## src/hw/rtl/lzd_pkg.sv

```systemverilog
// Shared types and constants of the LZSS stream decompressor.
package lzd_pkg;

  // Parser phase codes.
  localparam logic [2:0] PH_FIRST = 3'd0;
  localparam logic [2:0] PH_RAW   = 3'd1;
  localparam logic [2:0] PH_TAG   = 3'd2;
  localparam logic [2:0] PH_OBJ   = 3'd3;
  localparam logic [2:0] PH_REFHI = 3'd4;
  localparam logic [2:0] PH_COPY  = 3'd5;

  // First byte that selects the pass-through mode.
  localparam logic [7:0] RAW_MARK = 8'h01;

  // Tag value once all eight flag bits are shifted out and only the marker bit is left.
  localparam logic [8:0] TAG_EMPTY = 9'h001;

  // Smallest copy length, and the width of a reference in bits.
  localparam logic [5:0] LEN_BIAS = 6'd3;
  localparam logic [4:0] REF_BITS = 5'd16;

  // Smallest window and the window after reset.
  localparam logic [4:0] WIN_MIN   = 5'd11;
  localparam logic [3:0] WIN_RESET = 4'd12;

  // Start of a copy run.
  typedef struct packed {
    logic       start;
    logic       last;
    logic [5:0] len;
  } copy_cmd_t;

  // One byte produced by the copy engine.
  typedef struct packed {
    logic       valid;
    logic [7:0] data;
    logic       run_last;
    logic       stream_end;
  } beat_t;

endpackage

```

## src/hw/rtl/lzd_copy.sv

```systemverilog
// Copy engine: reads the history one byte at a time and hands each byte on.
module lzd_copy #(
  parameter int HISTORY_BITS = 12
) (
  input  logic                      clk_i,
  input  logic                      rst_ni,
  input  lzd_pkg::copy_cmd_t        cmd_i,
  input  logic [HISTORY_BITS-1:0]   src_i,
  input  logic [HISTORY_BITS-1:0]   ring_i,
  input  logic                      out_free_i,
  input  logic [7:0]                rd_data_i,
  output logic                      rd_en_o,
  output logic [HISTORY_BITS-1:0]   rd_addr_o,
  output lzd_pkg::beat_t            beat_o
);

  localparam logic [1:0] C_IDLE = 2'd0;
  localparam logic [1:0] C_RD   = 2'd1;
  localparam logic [1:0] C_WR   = 2'd2;

  logic [1:0]              st_q, st_d;
  logic [HISTORY_BITS-1:0] src_q, src_d;
  logic [5:0]              cnt_q, cnt_d;
  logic                    last_q, last_d;
  logic                    final_beat;

  assign final_beat = (cnt_q == 6'd1);

  // Sequencer: one read step, then one write and output step per byte.
  always_comb begin
    st_d    = st_q;
    src_d   = src_q;
    cnt_d   = cnt_q;
    last_d  = last_q;
    rd_en_o = 1'b0;
    beat_o  = '0;
    case (st_q)
      C_IDLE: begin
        if (cmd_i.start) begin
          src_d  = src_i;
          cnt_d  = cmd_i.len;
          last_d = cmd_i.last;
          st_d   = C_RD;
        end
      end
      C_RD: begin
        rd_en_o = 1'b1;
        src_d   = (src_q + 1'b1) & ring_i;
        st_d    = C_WR;
      end
      C_WR: begin
        if (out_free_i) begin
          beat_o.valid      = 1'b1;
          beat_o.data       = rd_data_i;
          beat_o.run_last   = final_beat;
          beat_o.stream_end = final_beat && last_q;
          cnt_d             = cnt_q - 1'b1;
          st_d              = final_beat ? C_IDLE : C_RD;
        end
      end
      default: begin
        st_d = C_IDLE;
      end
    endcase
  end

  assign rd_addr_o = src_q;

  // Control state.
  always_ff @(posedge clk_i or negedge rst_ni) begin
    if (!rst_ni) begin
      st_q <= C_IDLE;
    end else begin
      st_q <= st_d;
    end
  end

  // Run payload.
  always_ff @(posedge clk_i) begin
    src_q  <= src_d;
    cnt_q  <= cnt_d;
    last_q <= last_d;
  end

endmodule

```

## config.mk

```make
export PLATFORM = sky130hd
export DESIGN_NAME = lzd_copy
export DESIGN_NICKNAME = d
export VERILOG_FILES = /design/src/hw/rtl/lzd_pkg.sv /design/src/hw/rtl/lzd_copy.sv
export SDC_FILE = /design/constraint.sdc
export NUM_CORES = 1
export LEC_CHECK = 0
export ABC_AREA = 0
export ABC_CLOCK_PERIOD_IN_PS = 2900
export BUFFER_PORTS_ARGS = -buffer_cell sky130_fd_sc_hd__buf_2
export CAP_MARGIN = 40
export CORE_MARGIN = 1
export CORE_UTILIZATION = 30
export DETAILED_ROUTE_END_ITERATION = 16
export PLACE_DENSITY = 0.53
export SLEW_MARGIN = 20
export SYNTH_ARGS = -nofsm -noshare
export SYNTH_HDL_FRONTEND = slang
export SYNTH_SLANG_ARGS = --single-unit
```

## constraint.sdc

```tcl
create_clock -name clk_i -period 2.9 [get_ports clk_i]
set_clock_uncertainty 0.1 [all_clocks]
set_input_delay 0.58 -clock clk_i [delete_from_list [all_inputs] [get_ports clk_i]]
set_output_delay 0.58 -clock clk_i [all_outputs]
set_load 0.02 [all_outputs]
```

# Word level (Yosys, flattened, before mapping)
# Cells that the tools add are included.
# totals
regBits	21
inputBits	43
out_inout_bits	24
word_cells	32
# op_classes
mux	12
bitwise	1
add_sub_neg	2
n_reduce_logical	8
eq_ne	5
# ops
cell	n
12-bit case mux with 2 select lines	1
11-bit 2-to-1 mux	2
12-bit by 1-bit adder with 12-bit output (second input constant)	1
12-bit bitwise AND	1
12-bit 2-to-1 mux	1
6-bit 2-to-1 mux	2
6-bit case mux with 2 select lines	1
6-bit by 1-bit == test with 1-bit output (second input constant)	1
2-bit case mux with 3 select lines	1
2-bit AND reduction	3
6-bit by 1-bit subtractor with 6-bit output (second input constant)	1
2-bit 2-to-1 mux	2
2-bit inequality test (second input constant)	2
2-bit nonzero test	2
3-bit AND reduction	1
2-bit by 1-bit == test with 1-bit output (second input constant)	1
2-bit == test (second input constant)	1
2-bit logical NOT	1
1-bit 2-to-1 mux	2
1-bit logical AND	1

# Depth between registers and ports, before layout
# Gate-level depths: netlist of the first run.
# depth
depth_word	4
mapped_depth	6
mapped_depth_nobuf	5

# Worst setup path before layout of the first run
# No wires, ideal clock.
# synth_path
path_kind	register to output
from	register st_q[1]
to	output beat_o[0] (netlist name)
setup_slack_ns	1.028
stages_incl_launch_ff	5
path_buffers	0
t_required_ns	2.220
t_arrival_ns	1.192
cell_sequence	dfrtp_1 > nor2b_1 > nand2_1 > inv_1 > and3_1
# synth_rtl
element	line_no	text
start, declared	lzd_copy.sv:21	logic [1:0] st_q, st_d;
start signal, assigned	lzd_copy.sv:74	st_q <= st_d;
end, declared	lzd_copy.sv:14	output lzd_pkg::beat_t beat_o

==> results of run 1 <==
-- final cells by class --
type | instances | area share
clock buffers | 4 | 0.0249
inverters | 5 | 0.0104
multi-input cells | 113 | 0.389
flip-flops and latches | 21 | 0.343
well taps | 52 | 0.0360
repair buffers | 69 | 0.197
-- flip-flops by register name, summed over array words and instances (netlist names) --
register   cells
last_q         1
rd_addr_o     12
st_q           2
cnt_q          6
-- kinds of logic (layout without fill, tap and decap cells) --
family	Yosys count	count (layout)
XOR/XNOR	5	5
buffers and inverters	11	78
adder cells (fa/ha/maj)	3	3
AO/OA/AOI/OAI	25	25
AND/OR/NAND/NOR	80	80
flip-flops	21	21
-- worst min path at each step --
stage,startpoint,to,cells past startpoint,slack (ps)
6_report,cmd_i[6],last_q$_DFFE_PP_,1,400
3_3_place_gp,rst_ni,st_q[0]$_DFFE_PN0P_,1,270
2_1_floorplan,rst_ni,st_q[0]$_DFFE_PN0P_,0,180
3_5_place_dp,rst_ni,st_q[0]$_DFFE_PN0P_,1,270
5_1_grt,cmd_i[6],last_q$_DFFE_PP_,1,380
4_1_cts,cmd_i[6],last_q$_DFFE_PP_,1,390
-- repair_timing --
action,in CTS,in global routing
endpoints found under the setup margin,0,0
hold buffers,1,0
endpoints found under the hold margin,2,0
gates resized for setup,0,0
-- power by group --
group | internal, mW | leakage (nW) | switching [mW]
Clock | 0.0978 | 0.0228 | 0.0979
Combinational | 0.308 | 0.616 | 0.495
Sequential | 0.542 | 0.209 | 0.187
-- routing by layer --
| layer | part of all wire | GRT usage | vias up |
|---|---|---|---|
| met5 | 0 | 0 | - |
| met4 | 0.0074 | 0.0340 | 0 |
| met3 | 0.071 | 0.0422 | 2 |
| met2 | 0.46 | 0.248 | 51 |
| met1 | 0.46 | 0.195 | 605 |
| li1 | - | - | 685 |
-- stage by stage --
| step | util | cells |
|---|---|---|
| finish | 0.412 | 264 |
| global route | 0.412 | 264 |
| CTS | 0.412 | 264 |
| detailed placement | 0.400 | 259 |
| global placement | 0.400 | 259 |
| floorplan | - | 145 |
-- placed cells by master, fill, tap and decap left out --
cell type	n
nor4_1	1
xor2_1	2
clkbuf_1	1
and2_1	1
o21ai_0	10
clkbuf_8	3
nand4_1	3
nor3b_1	1
xnor2_1	3
nand4bb_1	2
nand3b_1	5
a31oi_1	2
nor2b_1	1
a2bb2oi_1	1
o31ai_1	1
a22oi_1	3
and4b_1	2
inv_1	5
buf_4	2
or3_1	1
nand2_1	24
buf_2	66
o211ai_1	2
nand2b_1	4
a21bo_2	1
nor2_1	3
dfrtp_1	2
edfxtp_1	19
nand3_1	14
ha_1	3
or4_4	1
o2111ai_1	5
dlygate4sd3_1	1
and2_0	1
or4_1	5
and3_1	11
-- critical path, stage by stage, from the launching register on --
cell and delay (ps):
dfrtp_1 470, nor2b_1 160, buf_4 180, nand2_1 100, inv_1 80, and3_1 140, buf_2 150
==> metrics.md, run 1 <==
| Metric | Value |
|---|---|
| Source of the critical timing path | st_q[1]$_DFFE_PN0P_ |
| Synth Area per Inst | 9.44 um2 |
| Dpl ws | slightly above 900 ps |
| Main synth FF type | edfxtp_1 |
| Reg2reg setup slack | between 1000 and 1500 ps |
| Initial antenna violation count | 0 |
| Post-synth top area share | 0.417 |
| Share of cells above drive strength 1 | 0.344 |
| Mux cell area share after synthesis | 0 |
| Static leakage | 0.848 nW |
| Nets | about 260 |
| Power Dens Cells | between 900 and 1000 nW/um2 |
| Mapped Area | 1370 um2 |
| Hold WC Path Type | in2reg |
| H-Tree Depth | 1 |
| Syn_nets | around 190 |
| Worst vdd ir | approximately 0.0003 V |
| Worst rel slew slack | 0.602 |
| Placer's final routability congestion estimate | 0.719 |
| Buffers on Ports | 66 |
| Core ar. | about 4400 um2 |
| Synth area leader | edfxtp_1 |
| First-pass GRT wire length | 5860 um |
| Wire per inst | around 13 um |
| Worst reg2reg path depth | 3 |
| Routed Antenna Nets | 0 |
| Vias | roughly 1300 |
| #FFs+latches synth | 21 |
| Post-route DRC violation count | 0 |
| GR Overflow Total | 0 |
| Setup Crit Path Kind | reg2out |
| Asr flop ratio synth | 0.0952 |
| Post-synthesis xor/xnor area fraction | 0.0320 |
| Seq/Total Area, Yosys | 0.453 |
| Max Cap Violations | 0 |
| Routed Wire Length | 3500 um |
| Post-synth EDFFs | 19 |
| IO Count | 67 |
| Complex-gate fraction of the synthesized area | 0.124 |
| CTS Sinks | 21 |
| Core Rows | 24 |
| DRT Pass-1 Iters | 4 |
| Cells after Synth | ~150 |
| Starting Density | 0.312 |
| Top cells by area, synth | edfxtp_1 42%, nand2_1 6.6%, nand3_1 5.1% |
| Vias in the first global route | 1259 |
| Crit path DAT | between 1500 and 2000 ps |
| Critical Path Start Type | register |
| Hold Fails Final Rpt | 0 |
| Overall power | approximately 1.7 mW |
| Outcome | finished clean |
| Post-Synth Simple-Gate Area | 0.330 |
| Yosys warning count | 0 |
| Worst path required time | roughly 2200 ps |
| PnR worst setup slack | between 600 and 700 ps |
| Most frequent cells after synthesis | 24 x nand2_1, 19 x edfxtp_1, 14 x nand3_1 |
| Worst r2r src | st_q[1]$_DFFE_PN0P_ |
| Final setup TNS | 0 ps |
| Total global-route track usage | 0.150 |
| Total CTS buffers | 3 |
| Unrepaired setup endpoints after global routing | no |
| Max FO, Critical Path | 13 |
| Ant diodes | 0 |
| Combinational family with the most area after synthesis | simple AND/OR/NAND/NOR gates |
| CTS tree | built |
| Die W | between 60 and 70 um |
| Drt via density | between 5 and 6 |
| Clock buffer depth | 2 |
| Final setup viols | 0 |
| Placed Area | around 1800 um2 |
| FMAX | around 450 MHz |
| Die H | around 70 um |
| DR iter-0 viols | 69 |
| Design area | 1810 um2 |
| Multi-input gate area | 703 um2 |
| Slew @ Worst Pin | 596 ps |
| Clock slew at reported path FFs | roughly 70 ps |
| Largest net degree at the start of global routing | 17 |
| Filler cells | ~440 |
| Synth Area in Adders | 0.0274 |
| Critical path capture point | beat_o[0] |
| Min Clock Period, post-route | between 2000 and 2500 ps |
| Sequential cell area | just over 600 um2 |
| DP Wirelength | about 2600 um |
| Count leader, synth | nand2_1 |
| Setup crit end kind | primary output |
| Max Slew Vio Count | 0 |
| Root buf cell | clkbuf_8 |
| Synth unique cells | 33 |
| Post-route clock period utilization | 0.769 |
| Worst hold slack | around 400 ps |
| Layout area overhead | 32.1% |
| Die footprint | about 4800 um2 |
| Reg-to-Reg End | rd_addr_o[0]$_DFFE_PP_ |
| Skew-Pair Late Insertion Delay | between 200 and 300 ps |
| Setup Buffers After CTS | 0 |
(Power assumes the default switching activity.)
==> run 2: changes to the inputs <==
--- a/config.mk
+++ b/config.mk
@@ -6,13 +6,13 @@
 export NUM_CORES = 1
 export LEC_CHECK = 0
 export ABC_AREA = 0
-export ABC_CLOCK_PERIOD_IN_PS = 2900
+export ABC_CLOCK_PERIOD_IN_PS = 2000
 export BUFFER_PORTS_ARGS = -buffer_cell sky130_fd_sc_hd__buf_2
 export CAP_MARGIN = 40
 export CORE_MARGIN = 1
 export CORE_UTILIZATION = 30
 export DETAILED_ROUTE_END_ITERATION = 16
-export PLACE_DENSITY = 0.53
+export PLACE_DENSITY = 0.55
 export SLEW_MARGIN = 20
 export SYNTH_ARGS = -nofsm -noshare
 export SYNTH_HDL_FRONTEND = slang
==> constraint.sdc (replaced) <==
create_clock -name clk_i -period 2 [get_ports clk_i]
set_clock_uncertainty 0.1 [all_clocks]
set_input_delay 0.4 -clock clk_i [delete_from_list [all_inputs] [get_ports clk_i]]
set_output_delay 0.4 -clock clk_i [all_outputs]
set_load 0.02 [all_outputs]
==> metrics.md, run 2 (synthesis gave the netlist of run 1 again) <==
| Metric | Value |
|---|---|
| Outcome | finished clean |
| Unrepaired setup endpoints after global routing | yes |
| Overall power | 2.60 mW (+51%) |
| Drt via density | 5.15 (+1.3%) |
| Skew-Pair Late Insertion Delay | 260 ps (about the same) |
| DRT Pass-1 Iters | 4 (unchanged) |
| First-pass GRT wire length | 5670 um (-3.2%) |
| Clock buffer depth | 2 (unchanged) |
| Crit path DAT | 1440 ps (-110 ps) |
| GR Overflow Total | 0 (unchanged) |
| Total global-route track usage | 0.148 (-0.00169) |
| CTS tree | built |
| H-Tree Depth | 1 (unchanged) |
| Hold WC Path Type | in2reg |
| Worst path required time | 1500 ps (-720 ps) |
| Min Clock Period, post-route | approximately 1900 ps |
| IO Count | 67 (unchanged) |
| Vias in the first global route | 1236 (-1.8%) |
| Die footprint | 4840 um2 (unchanged) |
| Max FO, Critical Path | 3 (-10) |
| Routed Wire Length | 3540 um (+1.1%) |
| Worst vdd ir | 0.000362 V (+20%) |
| Worst hold slack | 210 ps (-188 ps) |
| FMAX | about 520 MHz |
| Placed Instances | 264 (+1.9%) |
| DR WL met3 | 247 um (-0.40%) |
| Ant diodes | 0 (unchanged) |
| Non-Filler Instances | 271 (+2.7%) |
| Power Dens Cells | 1390 nW/um2 (+46%) |
| Vias | 1397 (+4.0%) |
| Wire per inst | 13.1 um (-1.5%) |
| Most frequent cells in the layout | 66 x buf_2, 24 x nand2_1, 19 x edfxtp_1 |
| Die H | 69.5 um (unchanged) |
| Core ar. | 4380 um2 (unchanged) |
| DR iter-0 viols | 126 (+83%) |
| Post-route DRC violation count | 0 (unchanged) |
| Max Cap Violations | 0 (unchanged) |
| Setup crit end kind | primary output |
| Clock slew at reported path FFs | 80 ps (about the same) |
| Max reg flops | 12 (unchanged) |
| Routed Antenna Nets | 0 (unchanged) |
| Core Rows | 24 (unchanged) |
| Nets | 266 (+2.7%) |
| Die W | 69.5 um (unchanged) |
| Final setup viols | 0 (unchanged) |
| Metal-1 WL | 1570 um (-3.2%) |
| Top layer in use | met4 |
| Hold Fails Final Rpt | 0 (unchanged) |
| Design area | 1870 um2 (+3.2%) |
| Setup Crit Path Kind | reg2out |
| Max Slew Vio Count | 0 (unchanged) |
| Root buf cell | clkbuf_8 |
| Buffers on Ports | 66 (unchanged) |
| Leading cell type in the layout, fill and taps excluded | buf_2 |
| Initial antenna violation count | 0 (unchanged) |
| CTS Sinks | 21 (unchanged) |
| Share of cells above drive strength 1 | 0.384 (+0.0392) |
| Placer's final routability congestion estimate | 0.737 (+2.6%) |
| Routed met2 length | 1700 um (+5.7%) |
| DP Wirelength | 2810 um (+6.5%) |
| Largest net degree at the start of global routing | 13 (-4) |
| Post-route clock period utilization | 0.969 |
| Placed Area | 1790 um2 (+2.1%) |
| Worst rel slew slack | 0.775 (+0.173) |
| Starting Density | 0.312 (unchanged) |
| Static leakage | 0.883 nW (+4.2%) |
| Layout area overhead | 36.3% |
| Critical Path Start Type | register |
| Slew @ Worst Pin | 337 ps (-258 ps) |
| Total CTS buffers | 3 (unchanged) |
[run 2: changes by cell type in the layout (fill, tap and decap cells not counted)]
| cell | change |
|---|---|
| buf_4 | +7 |
| and2_0 | -1 |
| and2_1 | +1 |
| clkbuf_1 | -1 |
| clkinv_2 | +1 |
| dfrtp_1 | -1 |
| dfrtp_2 | +1 |
| inv_1 | -1 |
| inv_2 | +1 |
| nor2b_1 | -1 |
| nor2b_2 | +1 |
[run 2: layer usage]
| layer | GRT usage | vias up |
|---|---|---|
| li1 | - | 699 |
| met1 | 0.198 | 639 |
| met2 | 0.246 | 57 |
| met3 | 0.0233 | 2 |
| met4 | 0.0476 | 0 |
| met5 | 0 | - |
[run 2: path summary, 6_finish.rpt]
path,to,slack [ps],from,cells past startpoint
worst max-delay path,beat_o[0],60,cnt_q[5]$_DFFE_PP_,4
worst min-delay path,last_q$_DFFE_PP_,210,cmd_i[6],1
worst max register to register,cnt_q[5]$_DFFE_PP_,230,cnt_q[0]$_DFFE_PP_,3
worst min register to register,st_q[0]$_DFFE_PN0P_,580,st_q[1]$_DFFE_PN0P_,2
max in group asynchronous,st_q[0]$_DFFE_PN0P_,1360,rst_ni,2
min in group asynchronous,st_q[0]$_DFFE_PN0P_,340,rst_ni,2
[run 2: critical path, cell delays in order, from the launching register on]
cell and delay, ps:
edfxtp_1 410, nor4_1 260, and2_1 200, and3_1 150
buf_2 150
[run 2: cell type report]
| type | count | area, um2 |
|---|---|---|
| multi-input cells | 113 | 706 |
| fillers | 468 | 2520 |
| clock inverters | 1 | 5.00 |
| well taps | 52 | 65.1 |
| repair buffers | 76 | 408 |
| flip-flops and latches | 21 | 622 |
| clock buffers | 3 | 41.3 |
| inverters | 5 | 18.8 |
[run 2: power breakdown]
part	leakage, nW	internal, mW	switching [mW]
logic	0.650	0.529	0.756
registers	0.208	0.785	0.248
clock network	0.0255	0.139	0.143
total	0.883	1.45	1.15
[run 2: through the flow]
step / TNS [ps] / utilization / setup slack [ps]
final: 0 / 0.426 / 62.8
after CTS: 0 / 0.421 / 9.03
after floorplan: 0 / - / 308
after global routing: -50.9 / 0.426 / -50.9
after global placement: 0 / 0.408 / 269
after detailed placement: 0 / 0.408 / 243
[run 2: what timing repair did]
| item | in CTS | in global routing |
|---|---|---|
| endpoints found under the hold margin | 2 | 0 |
| endpoints found under the setup margin | 1 | 9 |
| hold buffers | 1 | 0 |
| setup buffers | 0 | 2 |
| resized for setup | 1 | 3 |
